### config.mk
export PLATFORM = sky130hd
export DESIGN_NAME = hostname_ipv4_validator_top_flat
export DESIGN_NICKNAME = d
export VERILOG_FILES = /design/src/design/hiv_pkg.sv /design/src/design/hiv_char_if.sv /design/src/design/hiv_verdict_if.sv /design/src/design/hiv_front.sv /design/src/design/hiv_queue.sv /design/src/design/hiv_back.sv /design/src/design/hostname_ipv4_validator_top.sv /design/src/flat_wrapper.sv
export SDC_FILE = /design/constraint.sdc
export NUM_CORES = 1
export LEC_CHECK = 0
export ABC_AREA = 0
export BUFFER_PORTS_ARGS = -buffer_cell sky130_fd_sc_hd__buf_2
export CAP_MARGIN = 20
export CORE_ASPECT_RATIO = 0.7
export CORE_UTILIZATION = 35
export DETAILED_ROUTE_END_ITERATION = 8
export GPL_TIMING_DRIVEN = 0
export PLACE_DENSITY = 0.62
export SLEW_MARGIN = 40
export SYNTH_ARGS = -nofsm -noshare
export SYNTH_HDL_FRONTEND = slang
export SYNTH_SLANG_ARGS = --single-unit
### constraint.sdc
create_clock -name clk -period 4.3 [get_ports clk]
set_input_delay 0.645 -clock clk [delete_from_list [all_inputs] [get_ports clk]]
set_output_delay 0.645 -clock clk [all_outputs]
set_load 0.01 [all_outputs]
### src/design/hiv_pkg.sv
// ----------------------------------------------------------------------------
// hiv_pkg: shared types and constants of the hostname/IPv4 validator
// Character classes, queue word layout and the octet acceptance function.
// ----------------------------------------------------------------------------
`default_nettype none

package hiv_pkg;

    // Character classes produced by the front end.
    typedef enum logic [2:0] {
        CLS_OTHER  = 3'd0,
        CLS_DIGIT  = 3'd1,
        CLS_DOT    = 3'd2,
        CLS_HYPHEN = 3'd3,
        CLS_ALPHA  = 3'd4
    } cls_t;

    // One classified word as it travels through the queue.
    typedef struct packed {
        cls_t       cls;
        logic [3:0] digit;
        logic       last;
    } entry_t;

    // Push side of the queue.
    typedef struct packed {
        logic   valid;
        entry_t entry;
    } push_t;

    localparam int unsigned QDEPTH = 2;

    localparam logic [7:0] CHAR_HYPHEN = 8'h2D;
    localparam logic [7:0] CHAR_DOT    = 8'h2E;
    localparam logic [7:0] CHAR_ZERO   = 8'h30;
    localparam logic [7:0] CHAR_NINE   = 8'h39;
    localparam logic [7:0] CHAR_UC_A   = 8'h41;
    localparam logic [7:0] CHAR_UC_Z   = 8'h5A;
    localparam logic [7:0] CHAR_LC_A   = 8'h61;
    localparam logic [7:0] CHAR_LC_Z   = 8'h7A;

    localparam logic [9:0] OCTET_MAX         = 10'd255;
    localparam logic [9:0] FIRST_OCTET_LIMIT = 10'd224;
    localparam logic [5:0] LABEL_MAX         = 6'd63;
    localparam logic [1:0] LAST_OCTET        = 2'd3;
    localparam logic [1:0] OCTET_DIGIT_LIMIT = 2'd3;

    function automatic cls_t classify(input logic [7:0] c);
        cls_t r;
        if (c >= CHAR_ZERO && c <= CHAR_NINE) r = CLS_DIGIT;
        else if (c == CHAR_DOT) r = CLS_DOT;
        else if (c == CHAR_HYPHEN) r = CLS_HYPHEN;
        else if ((c >= CHAR_UC_A && c <= CHAR_UC_Z) || (c >= CHAR_LC_A && c <= CHAR_LC_Z))
            r = CLS_ALPHA;
        else r = CLS_OTHER;
        return r;
    endfunction

    // True when the octet collected so far is acceptable.
    function automatic logic octet_ok(input logic [9:0] value, input logic [1:0] count,
                                      input logic zero_first, input logic [1:0] index);
        logic ok;
        ok = 1'b1;
        if (count == 2'd0 || value > OCTET_MAX) ok = 1'b0;
        if (zero_first && count > 2'd1) ok = 1'b0;
        if (index == 2'd0 && (value == 10'd0 || value >= FIRST_OCTET_LIMIT)) ok = 1'b0;
        return ok;
    endfunction

endpackage

`default_nettype wire

### src/design/hiv_char_if.sv
// ----------------------------------------------------------------------------
// hiv_char_if: byte channel into the validator
// Carries one byte of a name and the flag that marks its final byte.
// ----------------------------------------------------------------------------
`default_nettype none

interface hiv_char_if;
    logic       valid;
    logic       ready;
    logic [7:0] char_code;
    logic       last_char;

    modport source (output valid, output char_code, output last_char, input ready);
    modport sink   (input valid, input char_code, input last_char, output ready);
endinterface

`default_nettype wire

### src/design/hiv_verdict_if.sv
// ----------------------------------------------------------------------------
// hiv_verdict_if: verdict channel out of the validator
// Carries one verdict word per name.
// ----------------------------------------------------------------------------
`default_nettype none

interface hiv_verdict_if;
    logic valid;
    logic ready;
    logic valid_res;
    logic numeric_form;
    logic too_long;

    modport source (output valid, output valid_res, output numeric_form,
                    output too_long, input ready);
    modport sink   (input valid, input valid_res, input numeric_form,
                    input too_long, output ready);
endinterface

`default_nettype wire

### src/design/hiv_front.sv
// ----------------------------------------------------------------------------
// hiv_front: byte classifier
// Accepts bytes and pushes their character class into the queue.
// ----------------------------------------------------------------------------
`default_nettype none

module hiv_front (
    hiv_char_if.sink       chars,
    output hiv_pkg::push_t push,
    input  logic           push_ready
);
    import hiv_pkg::*;

    assign chars.ready       = push_ready;
    assign push.valid        = chars.valid;
    assign push.entry.cls    = classify(chars.char_code);
    assign push.entry.digit  = chars.char_code[3:0];
    assign push.entry.last   = chars.last_char;

endmodule

`default_nettype wire

### src/design/hiv_queue.sv
// ----------------------------------------------------------------------------
// hiv_queue: two-word queue between classifier and checker
// Lets the classifier keep accepting while the checker waits on its output.
// ----------------------------------------------------------------------------
`default_nettype none

module hiv_queue (
    input  logic                clk,
    input  logic                rst_n,
    input  hiv_pkg::push_t      push,
    output logic                push_ready,
    output logic                pop_valid,
    output hiv_pkg::entry_t     pop_entry,
    input  logic                pop
);
    import hiv_pkg::*;

    localparam int unsigned PtrW = $clog2(QDEPTH);
    localparam int unsigned CntW = $clog2(QDEPTH + 1);

    entry_t            mem_reg [QDEPTH];
    logic [PtrW-1:0]   wr_ptr_reg, rd_ptr_reg;
    logic [CntW-1:0]   count_reg, count_next;
    logic              do_push, do_pop;

    assign push_ready = count_reg < CntW'(QDEPTH);
    assign pop_valid  = count_reg != '0;
    assign pop_entry  = mem_reg[rd_ptr_reg];
    assign do_push    = push.valid && push_ready;
    assign do_pop     = pop && pop_valid;

    always_comb
    begin
        count_next = count_reg;
        if (do_push && !do_pop) count_next = count_reg + CntW'(1);
        else if (!do_push && do_pop) count_next = count_reg - CntW'(1);
    end

    always_ff @(posedge clk or negedge rst_n)
    begin
        if (!rst_n)
        begin
            wr_ptr_reg <= '0;
            rd_ptr_reg <= '0;
            count_reg  <= '0;
        end
        else
        begin
            if (do_push) wr_ptr_reg <= (wr_ptr_reg == PtrW'(QDEPTH - 1)) ? '0 : wr_ptr_reg + PtrW'(1);
            if (do_pop)  rd_ptr_reg <= (rd_ptr_reg == PtrW'(QDEPTH - 1)) ? '0 : rd_ptr_reg + PtrW'(1);
            count_reg <= count_next;
        end
    end

    always_ff @(posedge clk)
    begin
        if (do_push) mem_reg[wr_ptr_reg] <= push.entry;
    end

    // The fill count never passes the depth.
    a_count_bound: assert property (@(posedge clk) disable iff (!rst_n)
        count_reg <= CntW'(QDEPTH))
        else $error("queue count above depth");

    // A lone push grows the fill count by one.
    a_push_grows: assert property (@(posedge clk) disable iff (!rst_n)
        (do_push && !do_pop) |=> count_reg == $past(count_reg) + CntW'(1))
        else $error("queue count did not grow on push");

    // A lone pop shrinks the fill count by one.
    a_pop_shrinks: assert property (@(posedge clk) disable iff (!rst_n)
        (do_pop && !do_push) |=> count_reg == $past(count_reg) - CntW'(1))
        else $error("queue count did not shrink on pop");

endmodule

`default_nettype wire

### src/design/hiv_back.sv
// ----------------------------------------------------------------------------
// hiv_back: dotted-quad and hostname checker
// Runs both checks on each classified word and registers one verdict per name.
// ----------------------------------------------------------------------------
`default_nettype none

module hiv_back #(
    parameter int unsigned MAX_LENGTH = 253
) (
    input  logic             clk,
    input  logic             rst_n,
    input  logic             pop_valid,
    input  hiv_pkg::entry_t  pop_entry,
    output logic             pop,
    hiv_verdict_if.source    verdict
);
    import hiv_pkg::*;

    localparam logic [7:0] MaxLen = 8'(MAX_LENGTH);

    logic       odd_reg, odd_next;            // only digits and dots so far
    logic [1:0] oct_idx_reg, oct_idx_next;
    logic [9:0] oct_val_reg, oct_val_next;
    logic [1:0] oct_cnt_reg, oct_cnt_next;
    logic       oct_lz_reg, oct_lz_next;
    logic       ip_fail_reg, ip_fail_next;
    logic [5:0] label_len_reg, label_len_next;
    logic       prev_hyph_reg, prev_hyph_next;
    logic       host_fail_reg, host_fail_next;
    logic [7:0] byte_cnt_reg, byte_cnt_next;
    logic       overlong_reg, overlong_next;

    logic       out_valid_reg;
    logic       valid_res_reg, numeric_form_reg, too_long_reg;

    logic       is_digit, is_dot, is_hyphen, is_alpha;
    logic       ipv4_ok, host_ok, verdict_ok, finish;

    assign is_digit  = pop_entry.cls == CLS_DIGIT;
    assign is_dot    = pop_entry.cls == CLS_DOT;
    assign is_hyphen = pop_entry.cls == CLS_HYPHEN;
    assign is_alpha  = pop_entry.cls == CLS_ALPHA;

    // Take a word unless it closes a name and the verdict slot is still held.
    assign pop    = pop_valid && (!pop_entry.last || !out_valid_reg || verdict.ready);
    assign finish = pop && pop_entry.last;

    always_comb
    begin
        odd_next       = odd_reg && (is_digit || is_dot);
        oct_idx_next   = oct_idx_reg;
        oct_val_next   = oct_val_reg;
        oct_cnt_next   = oct_cnt_reg;
        oct_lz_next    = oct_lz_reg;
        ip_fail_next   = ip_fail_reg;
        label_len_next = label_len_reg;
        host_fail_next = host_fail_reg;
        prev_hyph_next = is_hyphen;
        byte_cnt_next  = byte_cnt_reg;
        overlong_next  = overlong_reg;

        if (byte_cnt_reg >= MaxLen) overlong_next = 1'b1;
        else byte_cnt_next = byte_cnt_reg + 8'd1;

        // Dotted-quad check. The octet value stays at most 99 before a digit
        // is added, so ten bits hold the product.
        if (!ip_fail_reg)
        begin
            if (is_digit)
            begin
                if (oct_cnt_reg >= OCTET_DIGIT_LIMIT) ip_fail_next = 1'b1;
                else
                begin
                    if (oct_cnt_reg == 2'd0) oct_lz_next = pop_entry.digit == 4'd0;
                    oct_val_next = {oct_val_reg[6:0], 3'b000} + {oct_val_reg[8:0], 1'b0}
                                 + {6'd0, pop_entry.digit};
                    oct_cnt_next = oct_cnt_reg + 2'd1;
                end
            end
            else if (is_dot)
            begin
                if (!octet_ok(oct_val_reg, oct_cnt_reg, oct_lz_reg, oct_idx_reg)
                    || oct_idx_reg >= LAST_OCTET)
                    ip_fail_next = 1'b1;
                else
                begin
                    oct_idx_next = oct_idx_reg + 2'd1;
                    oct_val_next = '0;
                    oct_cnt_next = '0;
                    oct_lz_next  = 1'b0;
                end
            end
            else ip_fail_next = 1'b1;
        end

        // Hostname check.
        if (!host_fail_reg)
        begin
            if (is_dot)
            begin
                if (label_len_reg == 6'd0 || prev_hyph_reg) host_fail_next = 1'b1;
                else label_len_next = '0;
            end
            else if ((!is_alpha && !is_digit && !is_hyphen)
                     || (label_len_reg == 6'd0 && is_hyphen)
                     || label_len_reg >= LABEL_MAX)
                host_fail_next = 1'b1;
            else label_len_next = label_len_reg + 6'd1;
        end

        ipv4_ok    = !ip_fail_next && octet_ok(oct_val_next, oct_cnt_next, oct_lz_next,
                                               oct_idx_next)
                     && oct_idx_next == LAST_OCTET;
        host_ok    = !host_fail_next && (is_dot || (label_len_next != 6'd0 && !is_hyphen));
        verdict_ok = odd_next ? ipv4_ok : host_ok;
    end

    always_ff @(posedge clk or negedge rst_n)
    begin
        if (!rst_n)
        begin
            odd_reg       <= 1'b1;
            oct_idx_reg   <= '0;
            oct_val_reg   <= '0;
            oct_cnt_reg   <= '0;
            oct_lz_reg    <= 1'b0;
            ip_fail_reg   <= 1'b0;
            label_len_reg <= '0;
            prev_hyph_reg <= 1'b0;
            host_fail_reg <= 1'b0;
            byte_cnt_reg  <= '0;
            overlong_reg  <= 1'b0;
            out_valid_reg <= 1'b0;
        end
        else
        begin
            if (finish)
            begin
                odd_reg       <= 1'b1;
                oct_idx_reg   <= '0;
                oct_val_reg   <= '0;
                oct_cnt_reg   <= '0;
                oct_lz_reg    <= 1'b0;
                ip_fail_reg   <= 1'b0;
                label_len_reg <= '0;
                prev_hyph_reg <= 1'b0;
                host_fail_reg <= 1'b0;
                byte_cnt_reg  <= '0;
                overlong_reg  <= 1'b0;
            end
            else if (pop)
            begin
                odd_reg       <= odd_next;
                oct_idx_reg   <= oct_idx_next;
                oct_val_reg   <= oct_val_next;
                oct_cnt_reg   <= oct_cnt_next;
                oct_lz_reg    <= oct_lz_next;
                ip_fail_reg   <= ip_fail_next;
                label_len_reg <= label_len_next;
                prev_hyph_reg <= prev_hyph_next;
                host_fail_reg <= host_fail_next;
                byte_cnt_reg  <= byte_cnt_next;
                overlong_reg  <= overlong_next;
            end

            if (finish) out_valid_reg <= 1'b1;
            else if (verdict.ready) out_valid_reg <= 1'b0;
        end
    end

    always_ff @(posedge clk)
    begin
        if (finish)
        begin
            valid_res_reg    <= verdict_ok && !overlong_next;
            numeric_form_reg <= odd_next;
            too_long_reg     <= overlong_next;
        end
    end

    assign verdict.valid        = out_valid_reg;
    assign verdict.valid_res    = valid_res_reg;
    assign verdict.numeric_form = numeric_form_reg;
    assign verdict.too_long     = too_long_reg;

    // An overlong name is never reported as valid.
    a_long_invalid: assert property (@(posedge clk) disable iff (!rst_n)
        (out_valid_reg && too_long_reg) |-> !valid_res_reg)
        else $error("overlong name reported valid");

    // Closing a name leaves the checker state cleared for the next one.
    a_state_cleared: assert property (@(posedge clk) disable iff (!rst_n)
        finish |=> (byte_cnt_reg == 8'd0 && odd_reg && !ip_fail_reg && !host_fail_reg))
        else $error("state not cleared after final word");

    // Closing a name always raises a verdict in the next cycle.
    a_verdict_raised: assert property (@(posedge clk) disable iff (!rst_n)
        finish |=> out_valid_reg)
        else $error("verdict missing after final word");

endmodule

`default_nettype wire

### src/design/hostname_ipv4_validator_top.sv
// ----------------------------------------------------------------------------
// hostname_ipv4_validator_top: server name validator
// Checks a name byte by byte as a hostname or a unicast dotted-quad address.
// ----------------------------------------------------------------------------
// The block takes one byte word per clock cycle on the chars channel while
// chars.ready is high, with last_char set on the final byte of a name, and
// returns one verdict word per name on the verdict channel. A name of only
// digits and dots is judged as a dotted-quad address (four octets, no leading
// zero, first octet 1 to 223); any other name is judged as a hostname (labels
// of letters, digits and hyphens, 1 to 63 long, no hyphen at either end,
// optional root dot). Names longer than MAX_LENGTH bytes are reported too_long
// and invalid. A classifier sorts each byte into a character class and pushes
// it into a two-word queue; the checker pops one word per cycle and updates a
// handful of small registers, so the sustained rate is one byte per cycle
// unless a verdict is held. The final byte is written into the queue and
// popped by the checker, which registers the verdict in an output register
// that drives verdict.valid and holds the word until taken. While a verdict
// waits, the checker still consumes the bytes of the next name and stalls
// only on that name's final byte, and the queue then holds that final byte
// and one byte after it before chars.ready drops.
// ----------------------------------------------------------------------------
`default_nettype none

module hostname_ipv4_validator_top #(
    parameter int unsigned MAX_LENGTH = 253
) (
    input  logic           clk,
    input  logic           rst_n,
    hiv_char_if.sink       chars,
    hiv_verdict_if.source  verdict
);
    import hiv_pkg::*;

    push_t   push;
    logic    push_ready;
    logic    pop_valid;
    entry_t  pop_entry;
    logic    pop;

    hiv_front u_front (
        .chars      (chars),
        .push       (push),
        .push_ready (push_ready)
    );

    hiv_queue u_queue (
        .clk        (clk),
        .rst_n      (rst_n),
        .push       (push),
        .push_ready (push_ready),
        .pop_valid  (pop_valid),
        .pop_entry  (pop_entry),
        .pop        (pop)
    );

    hiv_back #(
        .MAX_LENGTH (MAX_LENGTH)
    ) u_back (
        .clk        (clk),
        .rst_n      (rst_n),
        .pop_valid  (pop_valid),
        .pop_entry  (pop_entry),
        .pop        (pop),
        .verdict    (verdict)
    );

endmodule

`default_nettype wire

### src/flat_wrapper.sv
// flat-port wrapper written by rule: the top's interface ports become plain ports
module hostname_ipv4_validator_top_flat import hiv_pkg::*;
#(
    parameter int unsigned MAX_LENGTH = 253
)
  (clk, rst_n, chars_valid, chars_char_code, chars_last_char, chars_ready, verdict_valid, verdict_valid_res, verdict_numeric_form, verdict_too_long, verdict_ready);
  hiv_char_if chars_i ();
  hiv_verdict_if verdict_i ();
  input  logic clk;
  input  logic rst_n;
  input wire logic [$bits(chars_i.valid)-1:0] chars_valid;
  input wire logic [$bits(chars_i.char_code)-1:0] chars_char_code;
  input wire logic [$bits(chars_i.last_char)-1:0] chars_last_char;
  output wire logic [$bits(chars_i.ready)-1:0] chars_ready;
  output wire logic [$bits(verdict_i.valid)-1:0] verdict_valid;
  output wire logic [$bits(verdict_i.valid_res)-1:0] verdict_valid_res;
  output wire logic [$bits(verdict_i.numeric_form)-1:0] verdict_numeric_form;
  output wire logic [$bits(verdict_i.too_long)-1:0] verdict_too_long;
  input wire logic [$bits(verdict_i.ready)-1:0] verdict_ready;
  assign chars_i.valid = chars_valid;
  assign chars_i.char_code = chars_char_code;
  assign chars_i.last_char = chars_last_char;
  assign chars_ready = chars_i.ready;
  assign verdict_valid = verdict_i.valid;
  assign verdict_valid_res = verdict_i.valid_res;
  assign verdict_numeric_form = verdict_i.numeric_form;
  assign verdict_too_long = verdict_i.too_long;
  assign verdict_i.ready = verdict_ready;
  hostname_ipv4_validator_top #(.MAX_LENGTH(MAX_LENGTH)) u_core (.clk(clk), .rst_n(rst_n), .chars(chars_i), .verdict(verdict_i));
endmodule
==> impl_metrics.json, run 1 <==
{
  "crit_type": "flip-flop to flip-flop",
  "r2r-start": "u_core.u_queue.rd_ptr_reg",
  "drt-initial-drc-count": 117,
  "grt_pass1_wl_um": 11900,
  "fillCellCount": 889,
  "cts-root-buf": "clkbuf_16",
  "min_period_over_period": 0.822,
  "initial_core_util": 0.365,
  "end_kind": "flip-flop",
  "cts_tree": "yes",
  "postCtsSetupRepairBufs": 0,
  "syn_area_per_cell_um2": 10.2,
  "crit_top_cell": "a21o_1",
  "numCtsBuffers": 9,
  "die_x_um": 119,
  "synth-edff-count": 19,
  "crit_arrival_ns": 3.66,
  "required_ns": 4.43,
  "r2r-end": "u_core.u_back.verdict.valid_res",
  "core_area_um2": 9180,
  "slew_headroom": 0.519,
  "gp_congestion": 0.869,
  "grt_pass1_vias": 2365,
  "dieArea_um2": 9980,
  "firstDrtPassIters": 4,
  "htree_levels": 3,
  "rsz0062_at_grt": "no",
  "cts_hold_buf": 0,
  "grt_start_max_net_pins": 40,
  "stdcell_count": 487,
  "cp_top_family": "compound AO/OA/AOI/OAI gates",
  "ys_types": 58,
  "antenna_cells": 0,
  "antenna_left": 0,
  "synth_ff_type": "dfrtp_1",
  "synth-async-reset-ratio": 0.672,
  "final_common_cell": "dfrtp_1",
  "setup_violations": 0,
  "die_y_um": 83.9,
  "vias_per_cell": 5.30,
  "area_delta_synth_final_pct": 16.6,
  "p_per_area_nw_per_um2": 618,
  "hp-class": "primary input to async pin",
  "wire_per_inst_um": 14.8,
  "drive_above_1_share": 0.138,
  "fp-row-count": 29,
  "path_buf_inv": 3,
  "r2r_cells": 13,
  "worst_pin_slew_ns": 0.717,
  "netlist_area_um2": 3350,
  "crit_path_top_delay_cell": "fa_1",
  "ys_ff_latch": 58,
  "io_buffers": 17,
  "fin_tns_setup_ns": 0,
  "clk_latency_ns": 0.33,
  "slew_viol_final": 0,
  "fin_crit_ns": 3.54,
  "clock-sinks": 58,
  "remaining_drc_errors": 0,
  "dpl.hpwl_um": 5200,
  "skew_ns": 0.00583,
  "yosys_warnings": 0,
  "vias": 2581,
  "vdd_drop_max_mv": 0.290,
  "layout_common_cells": "dfrtp_1, nor2_1, nand2_1",
  "max_stage_delay_ns": 0.45,
  "p_leak_uw": 0.00170,
  "synthCells": 330,
  "maxCapViolations": 0,
  "ioPinCount": 18,
  "critPathLaunchType": "flip-flop",
  "antenna_found_initial": 0,
  "clk_pin_slew_ns": 0.05,
  "largest_reg_flops": 16,
  "track_usage": 0.157,
  "rrSetupSlack_ns": 0.76,
  "crit_fanout": 10,
  "synth-seq-area-share": 0.462,
  "routed_wl_um": 7180,
  "fmax_mhz": 283,
  "grt_overflow_total": 0,
  "place_inst": 471,
  "outcome": "finished, final reports clean",
  "cts-resized-gates": 0,
  "clockBufferDepth": 2,
  "hold_viol": 0,
  "synth_nets": 367,
  "nets": 395,
  "crit_chain": "buf_6, buf_2, mux2i_1, fa_1, inv_1, ha_1, a21o_1, a211oi_1, o21bai_1, a21o_1, a21oi_1, xnor2_1, o41ai_1"
}
==> metal layers <==
metal,track usage,share of wire
met5,0,0
met4,0.0656,0.0093
met3,0.0519,0.058
met2,0.204,0.40
met1,0.232,0.53
==> report_power, final <==
part / internal [uW] / switching, uW
clock network: 502 / 245
registers: 709 / 94.5
logic: 327 / 537
==> synth_stat cells, types with 4 or more instances <==
| cell type | n | share of area |
|---|---|---|
| xor2_1 | 7 | 0.018 |
| edfxtp_1 | 19 | 0.17 |
| nor2_1 | 32 | 0.036 |
| o21ai_1 | 15 | 0.022 |
| nand3_1 | 10 | 0.015 |
| clkbuf_1 | 4 | 0.0045 |
| xnor2_1 | 11 | 0.029 |
| inv_1 | 14 | 0.016 |
| a211o_1 | 5 | 0.013 |
| nor3_1 | 10 | 0.015 |
| o21ai_0 | 11 | 0.016 |
| ha_1 | 22 | 0.082 |
| nand2_1 | 30 | 0.034 |
| a21oi_1 | 15 | 0.022 |
| a22o_1 | 9 | 0.024 |
| o31ai_1 | 4 | 0.0090 |
| nor2b_1 | 4 | 0.0075 |
| a21o_1 | 5 | 0.011 |
| dfrtp_1 | 38 | 0.28 |
==> per-stage QoR <==
step | cell area [um2] | utilization | total power [uW] | hold slack [ns] | setup WS, ns
after floorplan | 3350 | - | 1430 | 0.349 | 1.17
after global placement | 3590 | 0.391 | 1650 | 0.468 | 0.847
after detailed placement | 3600 | 0.392 | 1670 | 0.476 | 0.771
after CTS | 3910 | 0.426 | 2430 | 0.308 | 0.738
after global routing | 3910 | 0.426 | 2580 | 0.333 | 0.475
final | 3910 | 0.426 | 2410 | 0.289 | 0.764
==> how the worst max path moves through the flow <==
stage,endpoint,startpoint,cells past startpoint,slack [ns]
6_report,u_core.u_back.verdict.valid_res,u_core.u_queue.rd_ptr_reg,13,0.76
5_1_grt,u_core.u_back.verdict.valid_res,u_core.u_queue.rd_ptr_reg,13,0.47
4_1_cts,u_core.u_back.verdict.valid_res,u_core.u_queue.rd_ptr_reg,13,0.74
3_5_place_dp,u_core.u_back.verdict.valid_res,u_core.u_queue.rd_ptr_reg,13,0.77
3_3_place_gp,u_core.u_back.verdict.valid_res,u_core.u_queue.rd_ptr_reg,13,0.85
2_1_floorplan,u_core.u_back.verdict.valid_res,u_core.u_queue.rd_ptr_reg,12,1.17
==> worst reg2reg max path, stage by stage (launching register included) <==
cell and delay [ns]:
dfrtp_1 0.33, buf_6 0.12, buf_2 0.25, mux2i_1 0.38
fa_1 0.45, inv_1 0.11, ha_1 0.24, a21o_1 0.18
a211oi_1 0.26, o21bai_1 0.14, a21o_1 0.20, a21oi_1 0.17
xnor2_1 0.11, o41ai_1 0.39
==> kinds of logic (layout without fill, tap and decap cells) <==
| kind of cell | Yosys count | after routing | share of synthesized area |
|---|---|---|---|
| compound gates | 88 | 88 | 0.182 |
| xor+xnor | 18 | 18 | 0.0470 |
| buf+inv | 23 | 56 | 0.0287 |
| simple gates | 113 | 113 | 0.168 |
| fa+ha+maj | 24 | 24 | 0.0941 |
| flops | 58 | 58 | 0.462 |
| mux | 6 | 6 | 0.0190 |
==> layout make-up <==
cell class,instances,area (um2),share of cell area
multi-input cells,249,1710,0.438
well taps,124,155,0.0397
flip-flops and latches,58,1550,0.396
inverters,16,60.1,0.0154
repair buffers,17,87.6,0.0224
plain buffers,7,36.3,0.00929
clock buffers,10,229,0.0586
clock inverters,6,81.3,0.0208
Power figures use the tool's default switching activity.
==> inputs of run 2 (changes only) <==
Settings changed: PLACE_DENSITY 0.62 to 0.63.
Clock period 4.3 ns to 2.9 ns, I/O delays scaled along.
==> run 2 against run 1 <==
Against the previous run: the flow now finishes with violations (setup timing); wire length is 0.15% higher; largest cell class unchanged; sequential cell count stayed put; die area stayed put.
==> impl_metrics.json, run 2 (synthesis gave the netlist of run 1 again) <==
{
  "worst_pin_slew_ns": 0.742,
  "die_y_um": 83.9,
  "crit_fanout": 5,
  "maxCapViolations": 0,
  "p_leak_uw": 0.00173,
  "slew_viol_final": 0,
  "hp-class": "primary input to async pin",
  "clk_pin_slew_ns": 0.05,
  "max_stage_delay_ns": 0.38,
  "core_area_um2": 9180,
  "fin_crit_ns": 2.92,
  "cts-root-buf": "clkbuf_16",
  "remaining_drc_errors": 0,
  "antenna_left": 0,
  "nets": 400,
  "crit_type": "flip-flop to flip-flop",
  "outcome": "complete, but fails checks",
  "gp_congestion": 0.849,
  "min_period_over_period": 1.01,
  "die_x_um": 119,
  "path_buf_inv": 2,
  "crit_arrival_ns": 3.05,
  "cp_top_family": "compound AO/OA/AOI/OAI gates",
  "track_usage": 0.162,
  "violations": "setup timing",
  "crit_chain": "buf_8, buf_4, mux2_4, ha_4, ha_4, fa_2, a21o_1, a21o_1, a21o_1, a21oi_2, xnor2_2, o41ai_2",
  "fp-row-count": 29,
  "top_layer": "met4",
  "antenna_cells": 0,
  "vdd_drop_max_mv": 0.481,
  "fin_tns_setup_ns": -0.0161,
  "grt_pass1_wl_um": 12400,
  "numCtsBuffers": 9,
  "layout_common_cells": "dfrtp_1, nor2_1, nand2_1",
  "clk_latency_ns": 0.32,
  "htree_levels": 3,
  "antenna_found_initial": 0,
  "setup_violations": 1,
  "drt-initial-drc-count": 206,
  "skew_ns": 0.00839,
  "crit_top_cell": "a21o_1",
  "dpl.hpwl_um": 5190,
  "vias_per_cell": 5.38,
  "fmax_mhz": 343,
  "required_ns": 3.04,
  "critPathLaunchType": "flip-flop",
  "hold_viol": 0,
  "crit_path_top_delay_cell": "dfrtp_1",
  "drive_above_1_share": 0.177,
  "vias": 2645,
  "final_common_cell": "dfrtp_1",
  "wire_per_inst_um": 14.6,
  "firstDrtPassIters": 4,
  "io_buffers": 17,
  "routed_wl_um": 7200,
  "fin_hold_ws_ns": 0.100,
  "clockBufferDepth": 2,
  "grt_pass1_vias": 2600,
  "clock-sinks": 58,
  "area_delta_synth_final_pct": 19.6,
  "dieArea_um2": 9980,
  "setup.worst_path.start": "u_core.u_queue.rd_ptr_reg",
  "dr_wl_met3_um": 356,
  "slew_headroom": 0.504,
  "pre_cts_ws_ns": -0.185,
  "grt_start_max_net_pins": 40,
  "r2r-start": "u_core.u_queue.rd_ptr_reg",
  "fin_ws_ns": -0.0161,
  "largest_reg_flops": 16,
  "end_kind": "flip-flop",
  "ioPinCount": 18,
  "p_per_area_nw_per_um2": 890,
  "rsz0062_at_grt": "yes",
  "met1Wirelength_um": 3820,
  "grt_overflow_total": 0,
  "initial_core_util": 0.365,
  "cts_tree": "yes",
  "wl_met2_um": 2920,
  "finalPower_uw": 3570
}
-- run 2: cell types whose count changed in the layout (fill, tap and decap cells not counted), sizes merged --
| cell | before | now |
|---|---|---|
| clkbuf | 14 | 16 |
| clkinvlp | 1 | 0 |
| buf | 20 | 25 |
| bufinv | 2 | 1 |
-- run 2: final timing paths --
path / to / slack (ns) / depth (start not counted)
hold / removal: u_core.u_back.oct_cnt_reg[1] / 0.10 / 1
max in group asynchronous: u_core.u_back.odd_reg / 2.43 / 1
setup / recovery: u_core.u_back.verdict.valid_res / -0.02 / 12
min in group clk: u_core.u_queue.mem_reg[1][0] / 0.31 / 1
hold reg to reg: u_core.u_queue.wr_ptr_reg / 0.49 / 1
setup reg to reg: u_core.u_back.verdict.valid_res / -0.02 / 12
-- run 2: layout make-up --
| type | instances | area, um2 |
|---|---|---|
| clock inverters | 4 | 43.8 |
| multi-input cells | 249 | 1800 |
| plain buffers | 6 | 35.0 |
| flip-flops and latches | 58 | 1550 |
| well taps | 124 | 155 |
| inverters | 16 | 60.1 |
| clock buffers | 12 | 236 |
| fillers | 879 | 5170 |
| repair buffers | 23 | 133 |
-- run 2: power breakdown --
group          total, uW  switching [uW]  leakage [uW]  internal [uW]
combinational       1370             826      0.000896            546
clock                997             339      0.000138            658
sequential          1200             145      0.000700           1050
-- run 2: worst register-to-register path, stage by stage, from the launching register on --
cell and delay, ns:
dfrtp_1 0.38, buf_8 0.13, buf_4 0.13, mux2_4 0.32, ha_4 0.22, ha_4 0.16, fa_2 0.34, a21o_1 0.17
a21o_1 0.19, a21o_1 0.17, a21oi_2 0.17, xnor2_2 0.09, o41ai_2 0.26
-- run 2: timing repair --
| action | in CTS | in global routing |
|---|---|---|
| hold buffers | 0 | 0 |
| buffers inserted | 6 | 0 |
| resized for setup | 4 | 3 |
| gates cloned | 0 | 0 |
| setup endpoints to repair | 3 | 6 |
| pin swaps | 16 | 3 |
-- run 2: metal layers --
layer,vias up,global-route usage
met5,-,0
met4,0,0.0621
met3,8,0.0519
met2,73,0.222
met1,1277,0.233
li1,1287,-
-- run 2: stage by stage --
| stage | std cells | instance area [um2] | utilization |
|---|---|---|---|
| detailed placement | 471 | 3650 | 0.398 |
| floorplan | 330 | 3410 | - |
| finish | 492 | 4010 | 0.437 |
| global placement | 471 | 3650 | 0.398 |
| global route | 492 | 4010 | 0.437 |
| CTS | 492 | 3990 | 0.434 |
==> inputs of run 3 (changes only) <==
Settings changed: MAX_ROUTING_LAYER from default to met4, RECOVER_POWER from default to 50.
==> run 3 against run 2 <==
Against the previous run: the run ends with capacitance limit, slew limit, setup timing left; clock power hardly changed; sequential power hardly changed; utilization is 0.15 points lower; final area is 0.34% lower; cell count stayed put; first-iteration DRC count is 4.4% lower; die area stayed put; sequential share of layout area is 0.13 points higher; via count is 0.26% higher; power hardly changed; largest cell class unchanged; largest power group unchanged.
==> impl_metrics.json, run 3 (synthesis gave the netlist of run 1 again) <==
{
  "grt_pass1_wl_um": 12400,
  "seq_area_um2": 1550,
  "crit_path_top_delay_cell": "dfrtp_1",
  "core_area_um2": 9180,
  "dieArea_um2": 9980,
  "layout_common_cells": "dfrtp_1, nor2_1, nand2_1",
  "place_inst": 471,
  "p_int_uw": 2250,
  "area_delta_synth_final_pct": 19.1,
  "end_kind": "flip-flop",
  "die_x_um": 119,
  "initial_core_util": 0.365,
  "drive_above_1_share": 0.152,
  "max_stage_delay_ns": 0.38,
  "clk_latency_ns": 0.33,
  "switching_share": 0.370,
  "wire_per_inst_um": 14.7,
  "vdd_drop_max_mv": 0.483,
  "antenna_left": 0,
  "firstDrtPassIters": 4,
  "crit_top_cell": "a21o_1",
  "finalPower_uw": 3560,
  "worst_pin_slew_ns": 2.19,
  "grt_pass1_vias": 2601,
  "required_ns": 3.04,
  "path_buf_inv": 2,
  "largest_reg_flops": 16,
  "setup_violations": 1,
  "fillCellCount": 884,
  "dpl.hpwl_um": 5190,
  "cp.depth": 12,
  "vias_per_cell": 5.39,
  "multiInputGateArea_um2": 1800,
  "min_period_over_period": 1.01,
  "stdcell_count": 492,
  "fp-row-count": 29,
  "skew_ns": 0.00856,
  "drt-initial-drc-count": 197,
  "fin_ws_ns": -0.0148,
  "hp-class": "primary input to flip-flop",
  "pwr-share-clk": 0.280,
  "numCtsBuffers": 9,
  "cp_top_family": "compound AO/OA/AOI/OAI gates",
  "routed_wl_um": 7210,
  "rsz0062_at_grt": "yes",
  "clockBufferDepth": 2,
  "cts_hold_buf": 0,
  "grt_start_max_net_pins": 40,
  "vias": 2652,
  "antenna_cells": 0,
  "power_frac_seq": 0.336,
  "io_buffers": 17,
  "crit_fanout": 5,
  "comb_power_share": 0.383,
  "clk_pin_slew_ns": 0.05,
  "nets": 400,
  "fin_crit_ns": 2.91,
  "die_y_um": 83.9,
  "slew_headroom": -0.459,
  "clock-sinks": 58,
  "antenna_found_initial": 0,
  "crit_type": "flip-flop to flip-flop",
  "slew_viol_final": 40,
  "maxCapViolations": 1,
  "crit_chain": "buf_8, buf_4, mux2_4, ha_4, ha_4, fa_2, a21o_1, a21o_1, a21o_1, a21oi_2, xnor2_2, o41ai_2",
  "cts_tree": "yes",
  "fin_tns_setup_ns": -0.0148,
  "gp_congestion": 0.863,
  "remaining_drc_errors": 0,
  "ioPinCount": 18,
  "critPathLaunchType": "flip-flop",
  "violations": "capacitance limit, slew limit, setup timing",
  "r2r_cells": 12,
  "htree_levels": 3,
  "fmax_mhz": 343,
  "cts-root-buf": "clkbuf_16",
  "holdPathStages": 1,
  "power_switching_uw": 1320,
  "crit_arrival_ns": 3.06,
  "hold_viol": 0,
  "grt_overflow_total": 0,
  "final_common_cell": "dfrtp_1",
  "track_usage": 0.166,
  "outcome": "complete, but fails checks",
  "p_leak_uw": 0.00171,
  "p_per_area_nw_per_um2": 892
}
-- run 3: routing by layer --
layer / global-route usage / vias up / part of all wire
met5: - / - / 0
met4: 0.0621 / 0 / 0.014
met3: 0.0512 / 8 / 0.050
met2: 0.222 / 61 / 0.41
met1: 0.234 / 1294 / 0.52
li1: - / 1289 / -
-- run 3: area by class of cell --
type                       count  share of cell area
clock buffer                  12              0.0592
tap                          124              0.0388
clock inverter                 4              0.0110
inverter                      16              0.0150
buffer                         6             0.00877
timing repair buffer          23              0.0298
sequential                    58               0.388
multi-input combinational    249               0.450
-- run 3: repair_timing --
item,CTS,global route
endpoints found under the setup margin,3,6
resized for setup,4,3
buffers inserted,6,0
pin swaps,16,3
-- run 3: stage by stage --
stage               worst slack [ns]  instance area [um2]  utilization  hold WS [ns]
finish                       -0.0148                 3990        0.435         0.303
global route                  -0.149                 3990        0.435         0.294
CTS                          -0.0726                 3990        0.434         0.108
detailed placement            -0.185                 3650        0.398         0.456
global placement              -0.170                 3650        0.398         0.469
floorplan                    0.00966                 3410            -         0.139
-- run 3: path summary, 6_finish.rpt --
path | slack [ns] | from | endpoint
worst max-delay path | -0.01 | u_core.u_queue.rd_ptr_reg | u_core.u_back.verdict.valid_res
worst min-delay path | 0.30 | chars_last_char | u_core.u_queue.mem_reg[1][0]
worst max register to register | -0.01 | u_core.u_queue.rd_ptr_reg | u_core.u_back.verdict.valid_res
worst min register to register | 0.49 | u_core.u_queue.wr_ptr_reg | u_core.u_queue.wr_ptr_reg
max in group asynchronous | 0.87 | rst_n | u_core.u_back.oct_val_reg[5]
min in group asynchronous | 0.75 | rst_n | u_core.u_back.byte_cnt_reg[2]
-- run 3: power by group through the flow --
| stage | registers, uW | clock network [uW] | logic [uW] |
|---|---|---|---|
| 2_1_floorplan | 1180 | 0 | 983 |
| 3_3_place_gp | 1200 | 0 | 1300 |
| 3_5_place_dp | 1200 | 0 | 1330 |
| 4_1_cts | 1200 | 1020 | 1370 |
| 5_1_grt | 1220 | 1060 | 1530 |
| 6_report | 1200 | 999 | 1370 |
-- run 3: worst reg2reg max path, cell delays in order, from the launching register on --
cell	delay, ns
dfrtp_1	0.38
buf_8	0.13
buf_4	0.13
mux2_4	0.32
ha_4	0.22
ha_4	0.16
fa_2	0.34
a21o_1	0.17
a21o_1	0.19
a21o_1	0.17
a21oi_2	0.17
xnor2_2	0.09
o41ai_2	0.26
